## config.mk

```make
export PLATFORM = sky130hd
export DESIGN_NAME = i2c_master_bit_engine_core
export DESIGN_NICKNAME = d
export VERILOG_FILES = /design/src/sv/i2cmbe_pkg.sv /design/src/sv/i2c_master_bit_engine_core.sv /design/src/sv/i2cmbe_step.sv
export SDC_FILE = /design/constraint.sdc
export NUM_CORES = 1
export LEC_CHECK = 0
export ABC_AREA = 1
export BUFFER_PORTS_ARGS = -buffer_cell sky130_fd_sc_hd__buf_2
export CAP_MARGIN = 40
export CORE_MARGIN = 1
export CORE_UTILIZATION = 61
export DETAILED_ROUTE_END_ITERATION = 7
export GPL_ROUTABILITY_DRIVEN = 0
export PLACE_DENSITY = 0.92
export SLEW_MARGIN = 20
export SYNTH_ARGS = -nofsm -noshare
export SYNTH_HDL_FRONTEND = slang
export SYNTH_SLANG_ARGS = --single-unit
```

## constraint.sdc

```tcl
create_clock -name aclk -period 5.1 [get_ports aclk]
set_clock_uncertainty 0.1 [all_clocks]
set_input_delay 0.255 -clock aclk [delete_from_list [all_inputs] [get_ports aclk]]
set_output_delay 0.255 -clock aclk [all_outputs]
set_load 0.01 [all_outputs]
```

## src/sv/i2cmbe_pkg.sv

```systemverilog
// Shared types and constants for the I2C master bit engine.
// No dependencies; imported by the top level and the sequencer step logic.
package i2cmbe_pkg;

    // Command codes carried in the kind field
    localparam logic [2:0] KIND_RECOVER = 3'd1;
    localparam logic [2:0] KIND_START   = 3'd2;
    localparam logic [2:0] KIND_STOP    = 3'd3;
    localparam logic [2:0] KIND_WRITE   = 3'd4;
    localparam logic [2:0] KIND_READ    = 3'd5;

    localparam logic [15:0] DELAY_RESET = 16'd20;
    localparam logic [3:0]  BITS_PER_BYTE = 4'd8;

    // Line sequencer phases, one-hot
    typedef enum logic [16:0] {
        PH_IDLE = 17'h00001,
        PH_S1   = 17'h00002,
        PH_S2   = 17'h00004,
        PH_T1   = 17'h00008,
        PH_T2   = 17'h00010,
        PH_T3   = 17'h00020,
        PH_WLO  = 17'h00040,
        PH_WHI  = 17'h00080,
        PH_WALO = 17'h00100,
        PH_WAHI = 17'h00200,
        PH_RHI  = 17'h00400,
        PH_RLO  = 17'h00800,
        PH_RA1  = 17'h01000,
        PH_RA2  = 17'h02000,
        PH_V1   = 17'h04000,
        PH_VLO  = 17'h08000,
        PH_VHI  = 17'h10000
    } phase_t;

    // One input item
    typedef struct packed {
        logic [2:0] kind;
        logic [7:0] tx_byte;
        logic       rd_ack;
        logic       sda_in;
    } item_t;

    // Sequencer state carried from tick to tick
    typedef struct packed {
        phase_t      phase;
        logic [3:0]  bit_count;
        logic [7:0]  shift_byte;
        logic [15:0] delay_count;
        logic        scl_drive;
        logic        sda_drive;
        logic        ack_flag;
        logic        ack_to_send;
        logic [7:0]  rx_last;
    } seq_state_t;

endpackage

```

## src/sv/i2c_master_bit_engine_core.sv

```systemverilog
// I2C master bit engine, top level: input register, sequencer state, result register.
// Depends on i2cmbe_pkg and i2cmbe_step.
//
// Usage: each item on the s_ channel is one tick of the line sequencer. While
// the engine is idle a tick may carry a command in s_kind (recover, start,
// stop, write byte, read byte); s_sda_in carries the sampled SDA level. Each
// tick yields exactly one item on the m_ channel with the SCL/SDA drives,
// busy and done flags, the last received byte and the last ACK sample.
// cfg_wr_en/cfg_wr_data load the quarter-bit delay in ticks (zero acts as 1).
// Pipeline: an item is held in the input register and is processed as it
// moves into the result register, which raises m_valid.
// Throughput: one item per cycle while m_ready does not stall the results.
// A stalled m_ready holds the result; one more item waits in the input
// register, then s_ready drops. Reset (aresetn low, synchronous) empties both
// registers, releases both lines, idles the sequencer and sets the delay to 20.
module i2c_master_bit_engine_core import i2cmbe_pkg::*; #(
    parameter int RECOVERY_PULSES = 9
) (
    input  logic        aclk,
    input  logic        aresetn,
    input  logic        cfg_wr_en,
    input  logic [15:0] cfg_wr_data,
    input  logic        s_valid,
    output logic        s_ready,
    input  logic [2:0]  s_kind,
    input  logic [7:0]  s_tx_byte,
    input  logic        s_rd_ack,
    input  logic        s_sda_in,
    output logic        m_valid,
    input  logic        m_ready,
    output logic        m_scl_level,
    output logic        m_sda_level,
    output logic        m_busy_res,
    output logic        m_done_res,
    output logic [7:0]  m_rx_byte,
    output logic        m_ack_seen
);

    logic        in_valid_reg;
    item_t       in_item_reg;
    logic [15:0] delay_ticks_reg;
    seq_state_t  state_reg;
    seq_state_t  state_next;
    logic        step_done;
    logic        advance;

    logic        out_valid_reg;
    logic        scl_reg;
    logic        sda_reg;
    logic        busy_reg;
    logic        done_reg;
    logic [7:0]  rx_reg;
    logic        ack_reg;

    // The held item moves on when the result register is free or being drained
    assign advance = in_valid_reg && (!out_valid_reg || m_ready);
    assign s_ready = !in_valid_reg || advance;

    // Delay register
    always_ff @(posedge aclk) begin
        if (!aresetn) begin
            delay_ticks_reg <= DELAY_RESET;
        end else if (cfg_wr_en) begin
            delay_ticks_reg <= cfg_wr_data;
        end
    end

    // Input register
    always_ff @(posedge aclk) begin
        if (!aresetn) begin
            in_valid_reg <= 1'b0;
        end else if (s_ready) begin
            in_valid_reg <= s_valid;
        end
    end

    always_ff @(posedge aclk) begin
        if (s_ready && s_valid) begin
            in_item_reg <= '{kind: s_kind, tx_byte: s_tx_byte,
                             rd_ack: s_rd_ack, sda_in: s_sda_in};
        end
    end

    i2cmbe_step #(
        .RECOVERY_PULSES(RECOVERY_PULSES)
    ) u_step (
        .cur        (state_reg),
        .item       (in_item_reg),
        .delay_ticks(delay_ticks_reg),
        .nxt        (state_next),
        .done       (step_done)
    );

    // Sequencer state
    always_ff @(posedge aclk) begin
        if (!aresetn) begin
            state_reg <= '{phase: PH_IDLE, bit_count: '0, shift_byte: '0,
                           delay_count: '0, scl_drive: 1'b1, sda_drive: 1'b1,
                           ack_flag: 1'b0, ack_to_send: 1'b0, rx_last: '0};
        end else if (advance) begin
            state_reg <= state_next;
        end
    end

    // Result register
    always_ff @(posedge aclk) begin
        if (!aresetn) begin
            out_valid_reg <= 1'b0;
        end else if (advance) begin
            out_valid_reg <= 1'b1;
        end else if (m_ready) begin
            out_valid_reg <= 1'b0;
        end
    end

    always_ff @(posedge aclk) begin
        if (advance) begin
            scl_reg  <= state_next.scl_drive;
            sda_reg  <= state_next.sda_drive;
            busy_reg <= (state_next.phase != PH_IDLE);
            done_reg <= step_done;
            rx_reg   <= state_next.rx_last;
            ack_reg  <= state_next.ack_flag;
        end
    end

    assign m_valid     = out_valid_reg;
    assign m_scl_level = scl_reg;
    assign m_sda_level = sda_reg;
    assign m_busy_res  = busy_reg;
    assign m_done_res  = done_reg;
    assign m_rx_byte   = rx_reg;
    assign m_ack_seen  = ack_reg;

endmodule

```

## src/sv/i2cmbe_step.sv

```systemverilog
// Next-state logic of the line sequencer: one tick in, updated state out.
// Depends on i2cmbe_pkg.
module i2cmbe_step import i2cmbe_pkg::*; #(
    parameter int RECOVERY_PULSES = 9
) (
    input  seq_state_t  cur,
    input  item_t       item,
    input  logic [15:0] delay_ticks,
    output seq_state_t  nxt,
    output logic        done
);

    localparam logic [4:0] PULSES = 5'(RECOVERY_PULSES);

    logic [15:0] delay_load;
    logic [15:0] cnt_dec;
    logic [3:0]  bc_inc;
    logic [4:0]  pulse_next;
    logic [7:0]  shift_w;

    // A zero delay register counts as one tick
    assign delay_load = (delay_ticks == '0) ? 16'd1 : delay_ticks;
    assign cnt_dec    = cur.delay_count - 16'd1;
    assign bc_inc     = cur.bit_count + 4'd1;
    assign pulse_next = {1'b0, cur.bit_count} + 5'd1;
    assign shift_w    = {cur.shift_byte[6:0], 1'b0};

    always_comb begin
        nxt  = cur;
        done = 1'b0;
        if (cur.phase == PH_IDLE) begin
            // Command launch: first line change and first delay
            case (item.kind)
                KIND_RECOVER: begin
                    nxt.sda_drive   = 1'b1;
                    nxt.scl_drive   = 1'b1;
                    nxt.phase       = PH_V1;
                    nxt.delay_count = delay_load;
                end
                KIND_START: begin
                    nxt.sda_drive   = 1'b1;
                    nxt.scl_drive   = 1'b1;
                    nxt.phase       = PH_S1;
                    nxt.delay_count = delay_load;
                end
                KIND_STOP: begin
                    nxt.sda_drive   = 1'b0;
                    nxt.phase       = PH_T1;
                    nxt.delay_count = delay_load;
                end
                KIND_WRITE: begin
                    nxt.shift_byte  = item.tx_byte;
                    nxt.bit_count   = '0;
                    nxt.sda_drive   = item.tx_byte[7];
                    nxt.phase       = PH_WLO;
                    nxt.delay_count = delay_load;
                end
                KIND_READ: begin
                    nxt.shift_byte  = '0;
                    nxt.bit_count   = '0;
                    nxt.ack_to_send = item.rd_ack;
                    nxt.sda_drive   = 1'b1;
                    nxt.scl_drive   = 1'b1;
                    nxt.phase       = PH_RHI;
                    nxt.delay_count = delay_load;
                end
                default: begin
                    nxt = cur;
                end
            endcase
        end else begin
            // Count down; on expiry take the next step of the sequence
            nxt.delay_count = cnt_dec;
            if (cnt_dec == '0) begin
                case (cur.phase)
                    PH_S1: begin
                        nxt.sda_drive   = 1'b0;
                        nxt.phase       = PH_S2;
                        nxt.delay_count = delay_load;
                    end
                    PH_S2: begin
                        nxt.scl_drive = 1'b0;
                        nxt.phase     = PH_IDLE;
                        done          = 1'b1;
                    end
                    PH_T1: begin
                        nxt.scl_drive   = 1'b1;
                        nxt.phase       = PH_T2;
                        nxt.delay_count = delay_load;
                    end
                    PH_T2: begin
                        nxt.sda_drive   = 1'b1;
                        nxt.phase       = PH_T3;
                        nxt.delay_count = delay_load;
                    end
                    PH_WLO: begin
                        nxt.scl_drive   = 1'b1;
                        nxt.phase       = PH_WHI;
                        nxt.delay_count = delay_load;
                    end
                    PH_WHI: begin
                        nxt.scl_drive   = 1'b0;
                        nxt.shift_byte  = shift_w;
                        nxt.bit_count   = bc_inc;
                        nxt.delay_count = delay_load;
                        if (bc_inc < BITS_PER_BYTE) begin
                            nxt.sda_drive = shift_w[7];
                            nxt.phase     = PH_WLO;
                        end else begin
                            nxt.sda_drive = 1'b1;
                            nxt.phase     = PH_WALO;
                        end
                    end
                    PH_WALO: begin
                        nxt.scl_drive   = 1'b1;
                        nxt.phase       = PH_WAHI;
                        nxt.delay_count = delay_load;
                    end
                    PH_WAHI: begin
                        nxt.ack_flag  = ~item.sda_in;
                        nxt.scl_drive = 1'b0;
                        nxt.phase     = PH_IDLE;
                        done          = 1'b1;
                    end
                    PH_RHI: begin
                        nxt.shift_byte  = {cur.shift_byte[6:0], item.sda_in};
                        nxt.bit_count   = bc_inc;
                        nxt.scl_drive   = 1'b0;
                        nxt.phase       = PH_RLO;
                        nxt.delay_count = delay_load;
                    end
                    PH_RLO: begin
                        nxt.delay_count = delay_load;
                        if (cur.bit_count < BITS_PER_BYTE) begin
                            nxt.scl_drive = 1'b1;
                            nxt.phase     = PH_RHI;
                        end else begin
                            nxt.sda_drive = ~cur.ack_to_send;
                            nxt.phase     = PH_RA1;
                        end
                    end
                    PH_RA1: begin
                        nxt.scl_drive   = 1'b1;
                        nxt.phase       = PH_RA2;
                        nxt.delay_count = delay_load;
                    end
                    PH_RA2: begin
                        nxt.scl_drive = 1'b0;
                        nxt.sda_drive = 1'b1;
                        nxt.rx_last   = cur.shift_byte;
                        nxt.phase     = PH_IDLE;
                        done          = 1'b1;
                    end
                    PH_V1: begin
                        nxt.delay_count = delay_load;
                        if (!item.sda_in) begin
                            // SDA stuck low: clock it free
                            nxt.bit_count = '0;
                            nxt.scl_drive = 1'b0;
                            nxt.phase     = PH_VLO;
                        end else begin
                            nxt.sda_drive = 1'b0;
                            nxt.phase     = PH_T1;
                        end
                    end
                    PH_VLO: begin
                        nxt.scl_drive   = 1'b1;
                        nxt.phase       = PH_VHI;
                        nxt.delay_count = delay_load;
                    end
                    PH_VHI: begin
                        nxt.delay_count = delay_load;
                        if (pulse_next >= PULSES) begin
                            nxt.sda_drive = 1'b0;
                            nxt.phase     = PH_T1;
                        end else begin
                            nxt.bit_count = pulse_next[3:0];
                            nxt.scl_drive = 1'b0;
                            nxt.phase     = PH_VLO;
                        end
                    end
                    default: begin
                        // End of stop hold, or an unused code
                        nxt.phase = PH_IDLE;
                        done      = 1'b1;
                    end
                endcase
            end
        end
    end

endmodule

```

Word-level counts from Yosys, hierarchy flattened
Cells that the tools add are included.

Word-level logic and storage cells: 115. Input bits: 34. Flip-flop bits (word level): 101.

Magnitude comparators: 3. Equal/unequal tests: 26. Bitwise operators: 3. Add/subtract/negate cells: 3. Multiplexer cells: 34. Reductions and logical operators: 24.

Operators by type and width (number): $pmux W17 S12 (1); $mux W48 (2); $pmux W17 S5 (1); $mux W16 (5); $logic_not A16 Y1 (2); $mux W8 (3); $pmux W12 S2 (1); $eq A17 B1 Y1 const B (1); $eq A17 B10 Y1 const B (1); $eq A17 B11 Y1 const B (1); $eq A17 B12 Y1 const B (1); $eq A17 B13 Y1 const B (1); $eq A17 B14 Y1 const B (1); $eq A17 B15 Y1 const B (1); $eq A17 B16 Y1 const B (1); $eq A17 B17 Y1 const B (1); $eq A17 B2 Y1 const B (1); $eq A17 B3 Y1 const B (1); $eq A17 B4 Y1 const B (1); $eq A17 B5 Y1 const B (1); $eq A17 B7 Y1 const B (1); $eq A17 B8 Y1 const B (1); $eq A17 B9 Y1 const B (1); $ne A17 B1 Y1 const B (1); other kinds (35) (61).

Depth between registers and ports, before layout
Gate-level depths: netlist of run 1.

Depth after elaboration: 7. Depth in mapped cells: 18.

Cells and area by module
From an unflattened synthesis of run 1, not the netlist that was laid out.

Cells, all modules: 1208. Area total of the unflattened synthesis: 7340.8 µm².

Modules (own cells, without submodules): i2c_master_bit_engine_core (cells each 488, area each 4012.6 µm², instances 1); i2cmbe_step (cells each 720, area each 3328.2 µm², instances 1).

Worst setup path before layout of run 1
Ideal clock, no wire load.

Kind: register -> register. Start: register state_reg[12] (netlist bit). End: register busy_reg (netlist: m_busy_res), data pin. Path slack: 2674 ps. Buffers on the path: 1. Stages on the path, launching flop included: 18. Setup time: 261 ps. Arrival: 2064 ps. Clock period less this slack: 2426 ps. Cell sequence: dfxtp_1 inv_1 ha_1 nand2_2 nor2_1 nand2_1 nand2_1 nor2_2 nand2_1 nor2_2 nand3_4 buf_6 nand2_1 nand2_1 nor2_1 nand3_1 nor2_1 nand3_1.

Cells in the longest elaborated chain, start to end: 5.

Ends and longest elaborated chain: start, declared (line i2c_master_bit_engine_core.sv:42) `seq_state_t state_reg;`; start signal, assigned (line i2c_master_bit_engine_core.sv:97) `state_reg <= '{phase: PH_IDLE, bit_count: '0, shift_byte: '0,`; start signal, assigned (line i2c_master_bit_engine_core.sv:101) `state_reg <= state_next;`; $sub A16 B1 Y16 (line i2cmbe_step.sv:23) `assign cnt_dec = cur.delay_count - 16'd1;`; $logic_not A16 Y1 (line i2cmbe_step.sv:74) `if (cnt_dec == '0) begin`; $mux W48 (line i2cmbe_step.sv:74); $mux W48 (line i2cmbe_step.sv:31) `if (cur.phase == PH_IDLE) begin`; $ne A17 B1 Y1 (line i2c_master_bit_engine_core.sv:120) `busy_reg <= (state_next.phase != PH_IDLE);`; end signal, assigned (line i2c_master_bit_engine_core.sv:120); end, declared (line i2c_master_bit_engine_core.sv:50) `logic busy_reg;`.

Every way passes these cells. The select of a mux whose other input is x is not followed. A chain may end at the register's enable or synchronous reset.

Worst setup path after layout of run 1
Start: register state_reg[56] (netlist bit). End: register state_reg[12] (netlist bit).

Cells in the longest elaborated chain, start to end: 5. Elaborated cells on any way between the ends: 19. Classes of those cells: 14 x eq/ne; 3 x mux; 2 x reduce/logical.

Ends and longest elaborated chain: $eq A17 B2 Y1, or another cell as far along (line i2cmbe_step.sv:75) `case (cur.phase)`; $reduce_or A12 Y1 (no line); $mux W16 (line i2cmbe_step.sv:75); $mux W48 (line i2cmbe_step.sv:74); $mux W48 (line i2cmbe_step.sv:31).

Several ways; a longest one is shown, not always the timed one. The select of a mux whose other input is x is not followed.

==> qor.csv, run 1 <==
stage,metric,value,unit
sta,finalSetupViolations,0,
detailed_routing,route.detailed.drc,0,
layout,largest_reg_flops,57,
sta,tightest_slew,0.676,ns
grt,antenna_found_initial,0,
floorplan,num_rows,36,
synthesis,ys_types,41,
cts,clk_pin_slew,0.11,ns
pwr,power_frac_comb,25.1,%
pwr,leakagePower,3.14,nW
detailed_routing,wl_met1,6510,um
floorplan,die_y,102,um
synthesis,synth_edf_count,26,
synthesis,synth_top_family_by_area,simple AND/OR/NAND/NOR gates,
critical_path,crit_buf_inv,3,
cts,htreeDepth,3,
detailed_routing,ant_nets,0,
layout,fillCellCount,755,
pwr,power,1.89,mW
synthesis,synth-seq-cells,101,
cts,ctsResizeCount,0,
sta,rsz0062_at_grt,no,
synthesis,synthXorXnorAreaFrac,0.712,%
cts,clock_latency,0.39,ns
sta,slew_headroom,54.7,%
sta,slew_viol_final,0,
floorplan,die_w,102,um
layout,syn_to_final_growth,10.8,%
sta,layout_min_cycle_time,3.25,ns
critical_path,critical_path_peak_fanout,26,
critical_path,r2r_end,state_reg[12],
synthesis,synth_top_area_share,24.4,%
place,dp_hpwl,10700,um
synthesis,synth_compound_area_share,13.2,%
pwr,swShare,35.9,%
critical_path,cp.arrival,3.46,ns
floorplan,fp.dieArea,10500,um2
place,dpl_worst_slack,2.03,ns
place,dp.cells,1076,
grt,gr-usage-all-layers,32.6,%
sta,tns,0,ns
detailed_routing,route.met3.wl,1490,um
grt,overflow,0,
cts,cts-root-buf,clkbuf_8,
detailed_routing,drtPass1Iterations,7,
synthesis,synth_nets,958,
sta,hold_viol,0,
detailed_routing,top_layer_used,met4,
pwr,internal_power,1.21,mW
critical_path,slowest_delay,0.68,ns
critical_path,worstSetupPathType,flop to flop,
critical_path,cpMostUsedCell,inv_1,
critical_path,reg2reg_slack,1.85,ns
layout,fin_util,69.7,%
pwr,p_sw,681,uW
layout,insertedDiodeCount,0,
detailed_routing,drt_iter0_drc,568,
critical_path,critPathLaunchType,flop,
cts,clockBufferDepth,2,
synthesis,synthSimpleGateAreaFrac,37.8,%
sta,max_freq,308,MHz
synthesis,netlist_instances,920,
run,cap_violations,0,
synthesis,async_flop_share,0,%
detailed_routing,vias,6339,
critical_path,r2r-start,state_reg[56],
layout,layout.cells.non_filler,1113,
synthesis,ys.flop_type,dfxtp_1,
detailed_routing,wire_per_inst,14.5,um
grt,grt_start_max_net_pins,42,
cts,cts_setup_buffers,0,
synthesis,syn_area,6150,um2
synthesis,synthMuxAreaShare,0,%
detailed_routing,via_per_inst,5.70,
pwr,seq_power_share,48.5,%
critical_path,crit_family,buffers and inverters,
synthesis,synthTopCellsByArea,"dfxtp_1 24%, edfxtp_1 13%, nand2_1 12%",
synthesis,yosys_warnings,0,
synthesis,yosysTopAreaCell,dfxtp_1,
pwr,vdd.ir_drop.worst,216,uV
critical_path,required,5.31,ns
detailed_routing,drt_wl_total,16100,um
floorplan,start_util,62.9,%
layout,drive_above_1_share,12.4,%
floorplan,ioPinCount,49,
cts,cts_tree,built,
synthesis,syn_avg_cell_area,6.68,um2
worst_hold_path,hold_class,primary input to flop,
critical_path,cp_cell_sequence,clkinv_1 -> nand3_1 -> inv_1 -> nand2_1 -> nand2_2 -> inv_1 -> o21ai_0 -> a21oi_1,
pwr,p_per_area,278,nW/um2
place,place.port_buffers,48,
worst_hold_path,hold_end,delay_ticks_reg[9],
critical_path,r2r_cells,8,
critical_path,crit_path_end_kind,flop,
critical_path,cp_slowest_cell,clkinv_1,
worst_hold_path,holdPathStages,3,
grt,grt_pass1_wl,26600,um
layout,nets,1013,
pwr,power.share.clock,26.4,%
sta,finalCritPeriodShare,63.7,%
synthesis,synth_common_cells,"191 x nand2_1, 121 x nor2_1, 119 x inv_1",
synthesis,synth_adder_area_share,0.814,%
status,status,completed,
sta,fin_ws,1.85,ns
detailed_routing,wl_met2,7470,um
cts,cts_sinks,101,
cts,cts_buffers,9,
synthesis,yosysMostFrequentCell,nand2_1,
floorplan,coreArea,9770,um2
grt,first_global_vias,5619,
synthesis,ys_seq_area_share,37.1,%
worst_hold_path,hp-start,cfg_wr_data[9],
how the worst max path moves through the flow:
stage | start | end | slack [ns] | depth (start not counted)
after floorplan | state_reg[12] | m_busy_res | 2.67 | 17
after global placement | state_reg[12] | m_busy_res | 2.11 | 14
after detailed placement | state_reg[56] | state_reg[13] | 2.03 | 15
after CTS | state_reg[56] | state_reg[13] | 2.03 | 15
after global routing | state_reg[56] | state_reg[20] | 1.64 | 15
final | state_reg[56] | state_reg[12] | 1.85 | 8
layer usage:
layer  global-route usage [%]  vias to the layer above
met5                        0                        -
met3                     6.02                       67
met4                     15.4                        0
met1                     42.0                     2817
li1                         -                     3111
met2                     52.9                      344
what timing repair did:
| action | in CTS | in global routing |
|---|---|---|
| endpoints found under the hold margin | 21 | 0 |
| endpoints found under the setup margin | 0 | 0 |
| hold buffers | 21 | 0 |
layout make-up:
type | instances | area, um2 | share of cell area [%]
Sequential cell | 101 | 2280 | 33.5
Inverter | 129 | 484 | 7.11
Timing Repair Buffer | 72 | 473 | 6.94
Tap cell | 133 | 166 | 2.44
Multi-Input combinational cell | 662 | 3230 | 47.4
Clock inverter | 6 | 52.6 | 0.771
Clock buffer | 10 | 128 | 1.87
cell families after synthesis:
kind of cell | after synthesis
DFF | 101
buffers and inverters | 157
AOI/OAI and AO/OA | 158
adders and majority gates | 4
and+or+nand+nor | 495
xor gates and xnor gates | 5
metrics by stage:
| step | hold slack (ns) | instance area, um2 |
|---|---|---|
| after floorplan | 0.254 | 6150 |
| after global placement | 0.332 | 6420 |
| after detailed placement | 0.333 | 6420 |
| after CTS | 0.00323 | 6810 |
| after global routing | 0.00319 | 6810 |
| final | 0.00322 | 6810 |
layout by cell type (no fill, tap or decap), types with 2 or more instances in the layout:
master | netlist | routed
a21oi_1 | 60 | 60
nand3_1 | 72 | 72
inv_4 | 0 | 2
dfxtp_1 | 75 | 75
inv_8 | 0 | 2
o21ai_0 | 79 | 79
nand2_1 | 191 | 191
nor2_1 | 121 | 121
inv_2 | 6 | 6
nor4_1 | 8 | 8
nor3b_1 | 3 | 3
o21ai_1 | 10 | 10
clkinv_1 | 4 | 4
buf_4 | 2 | 3
nor3_2 | 2 | 2
nor2_2 | 13 | 13
nor3b_2 | 4 | 4
o31ai_1 | 3 | 3
nand3b_1 | 6 | 6
a31oi_1 | 2 | 2
nand3_4 | 3 | 3
nor3_1 | 22 | 22
ha_1 | 4 | 4
inv_1 | 119 | 119
buf_2 | 4 | 48
edfxtp_1 | 26 | 26
nor2_4 | 6 | 6
clkbuf_8 | 0 | 9
nand4_1 | 21 | 21
dlygate4sd3_1 | 0 | 21
nand2_2 | 18 | 18
xor2_1 | 4 | 4
power by group through the flow:
stage / Sequential, mW / Clock [mW] / Combinational (mW)
CTS: 0.916 / 0.499 / 0.461
floorplan: 0.924 / 0 / 0.354
global placement: 0.934 / 0 / 0.436
detailed placement: 0.934 / 0 / 0.445
finish: 0.919 / 0.500 / 0.476
global route: 0.925 / 0.530 / 0.532
worst min-delay path, stage by stage:
cell and delay (ns):
buf_2 0.07, nor2_1 0.04, nor2_1 0.09
(Power assumes the default switching activity.)
==> run 2: changes to the inputs <==
clock period = 3.2 ns   (was 5.1 ns; I/O delays follow)
==> run 2 against run 1 <==
- the flow now finishes with violations (DRC)
- cell count is 1.9% higher
- largest cell class unchanged
- worst hold slack gained 0.014 ns
- core utilization is 2.7 points higher
- critical path type unchanged
==> qor.csv, run 2 (same netlist as run 1, synthesis figures left out) <==
stage,metric,value,unit
sta,tns,0,ns
layout,multi_input_area,3240,um2
worst_hold_path,hold_class,primary input to flop,
status,violations,DRC,
critical_path,critical_path_peak_fanout,13,
pwr,power_frac_comb,25.3,%
pwr,internal_power,2.11,mW
sta,fin_ws,0.181,ns
pwr,p_per_area,459,nW/um2
grt,overflow,0,
critical_path,required,3.24,ns
layout,regArea,2280,um2
sta,slew_viol_final,0,
detailed_routing,top_layer_used,met4,
pwr,p_sw,1.14,mW
floorplan,ioPinCount,49,
sta,finalSetupViolations,0,
layout,final_common_cell,nand2_1,
cts,cts_buffers,9,
status,status,"complete, but fails checks",
grt,gr-usage-all-layers,35.7,%
pwr,power.share.clock,29.6,%
critical_path,slowest_delay,0.36,ns
critical_path,cp_cell_sequence,inv_1 -> ha_2 -> nand2_2 -> o21ai_1 -> nand2_1 -> nor2_2 -> nand2_1 -> nor2_2 -> nand3_4 -> clkinvlp_4 -> o21ai_0 -> nor2_1 -> nand2_1 -> nor2_1 -> nand3_1,
place,dp_hpwl,11100,um
sta,slew_headroom,45.6,%
pwr,leakagePower,3.26,nW
pwr,power,3.25,mW
floorplan,die_w,102,um
pwr,vdd.ir_drop.worst,413,uV
sta,tightest_slew,0.816,ns
floorplan,die_y,102,um
detailed_routing,wl_met1,7100,um
layout,fillCellCount,714,
floorplan,fp.dieArea,10500,um2
detailed_routing,route.met3.wl,1700,um
cts,clockBufferDepth,2,
pwr,swShare,35.0,%
critical_path,worstSetupPathType,flop to flop,
run,cap_violations,0,
detailed_routing,wl_met2,8420,um
critical_path,cp.arrival,3.06,ns
place,dp.cells,1083,
detailed_routing,drt_wl_total,18100,um
detailed_routing,drtPass1Iterations,8,
detailed_routing,vias,6667,
layout,largest_reg_flops,57,
detailed_routing,route.detailed.drc,1,
detailed_routing,via_per_inst,5.88,
layout,syn_to_final_growth,15.2,%
sta,layout_min_cycle_time,3.02,ns
sta,finalCritPeriodShare,94.3,%
cts,clock_latency,0.39,ns
layout,final_cell_mix,"191 x nand2_1, 121 x nor2_1, 119 x inv_1",
sta,hold_viol,0,
grt,antenna_found_initial,0,
layout,insertedDiodeCount,0,
sta,max_freq,331,MHz
detailed_routing,drt_iter0_drc,892,
critical_path,crit_buf_inv,2,
floorplan,num_rows,36,
pwr,seq_power_share,45.1,%
critical_path,cp_slowest_cell,dfxtp_1,
layout,layout.cells.non_filler,1134,
detailed_routing,wire_per_inst,16.0,um
layout,drive_above_1_share,13.5,%
critical_path,crit_path_end_kind,flop,
critical_path,cpMostUsedCell,nand2_1,
grt,first_global_vias,5912,
cts,cts_sinks,101,
cts,htreeDepth,3,
layout,nets,1034,
critical_path,critPathLaunchType,flop,
grt,grt_pass1_wl,28600,um
floorplan,start_util,62.9,%
critical_path,crit_family,simple AND/OR/NAND/NOR gates,
floorplan,coreArea,9770,um2
cts,cts-root-buf,clkbuf_8,
cts,clk_pin_slew,0.11,ns
detailed_routing,ant_nets,0,
cts,cts_tree,built,
place,place.port_buffers,48,
grt,grt_start_max_net_pins,38,
place,dpl_worst_slack,0.310,ns
[run 2: cell count changes in the layout (fill, tap and decap cells not counted), sizes merged]
cell and change:
buf +9, bufinv +2, clkbuf -1, clkinvlp +1, dlygate4sd3 +11, inv -2, nand3 +1
[run 2: worst paths after layout]
path,startpoint,to,slack (ns),cells after the start
worst max register to register,state_reg[12],m_busy_res,0.18,15
worst min register to register,delay_ticks_reg[14],state_reg[26],0.38,2
worst min-delay path,cfg_wr_en,delay_ticks_reg[2],0.02,3
worst max-delay path,state_reg[12],m_busy_res,0.18,15
[run 2: stage by stage]
step	hold WS (ns)	cell area (um2)	utilization, %
finish	0.0170	7080	72.4
floorplan	0.159	6150	-
global placement	0.237	6500	66.5
global route	0.0140	7080	72.4
detailed placement	0.238	6500	66.5
CTS	0.00649	7050	72.1
[run 2: tightest hold or removal path: stages]
cell     delay [ns]
buf_2          0.16
nand2_1        0.08
nand3_1        0.07
[run 2: metal layers]
metal | track usage, % | up-vias
met5 | 0 | -
met2 | 59.4 | 425
met3 | 6.09 | 88
li1 | - | 3160
met4 | 17.8 | 0
met1 | 44.7 | 2994
[run 2: area by class of cell]
cell class              instances  area share, %
clock inverters                 7           1.48
multi-input cells             663           45.7
flip-flops and latches        101           32.2
inverters                     129           6.89
clock buffers                   9           1.75
repair buffers                 92           9.54
well taps                     133           2.35
[run 2: what timing repair did]
action                                  CTS  global route
resized for setup                         0             2
hold buffers                             32             0
endpoints found under the setup margin    0             1
endpoints found under the hold margin    31             0
buffers inserted                          0             2
[run 2: power by group through the flow]
stage | sequential, mW | clock (mW) | combinational (mW)
finish | 1.46 | 0.962 | 0.822
global route | 1.47 | 1.01 | 0.903
CTS | 1.46 | 0.961 | 0.772
detailed placement | 1.49 | 0 | 0.729
global placement | 1.48 | 0 | 0.711
floorplan | 1.47 | 0 | 0.564
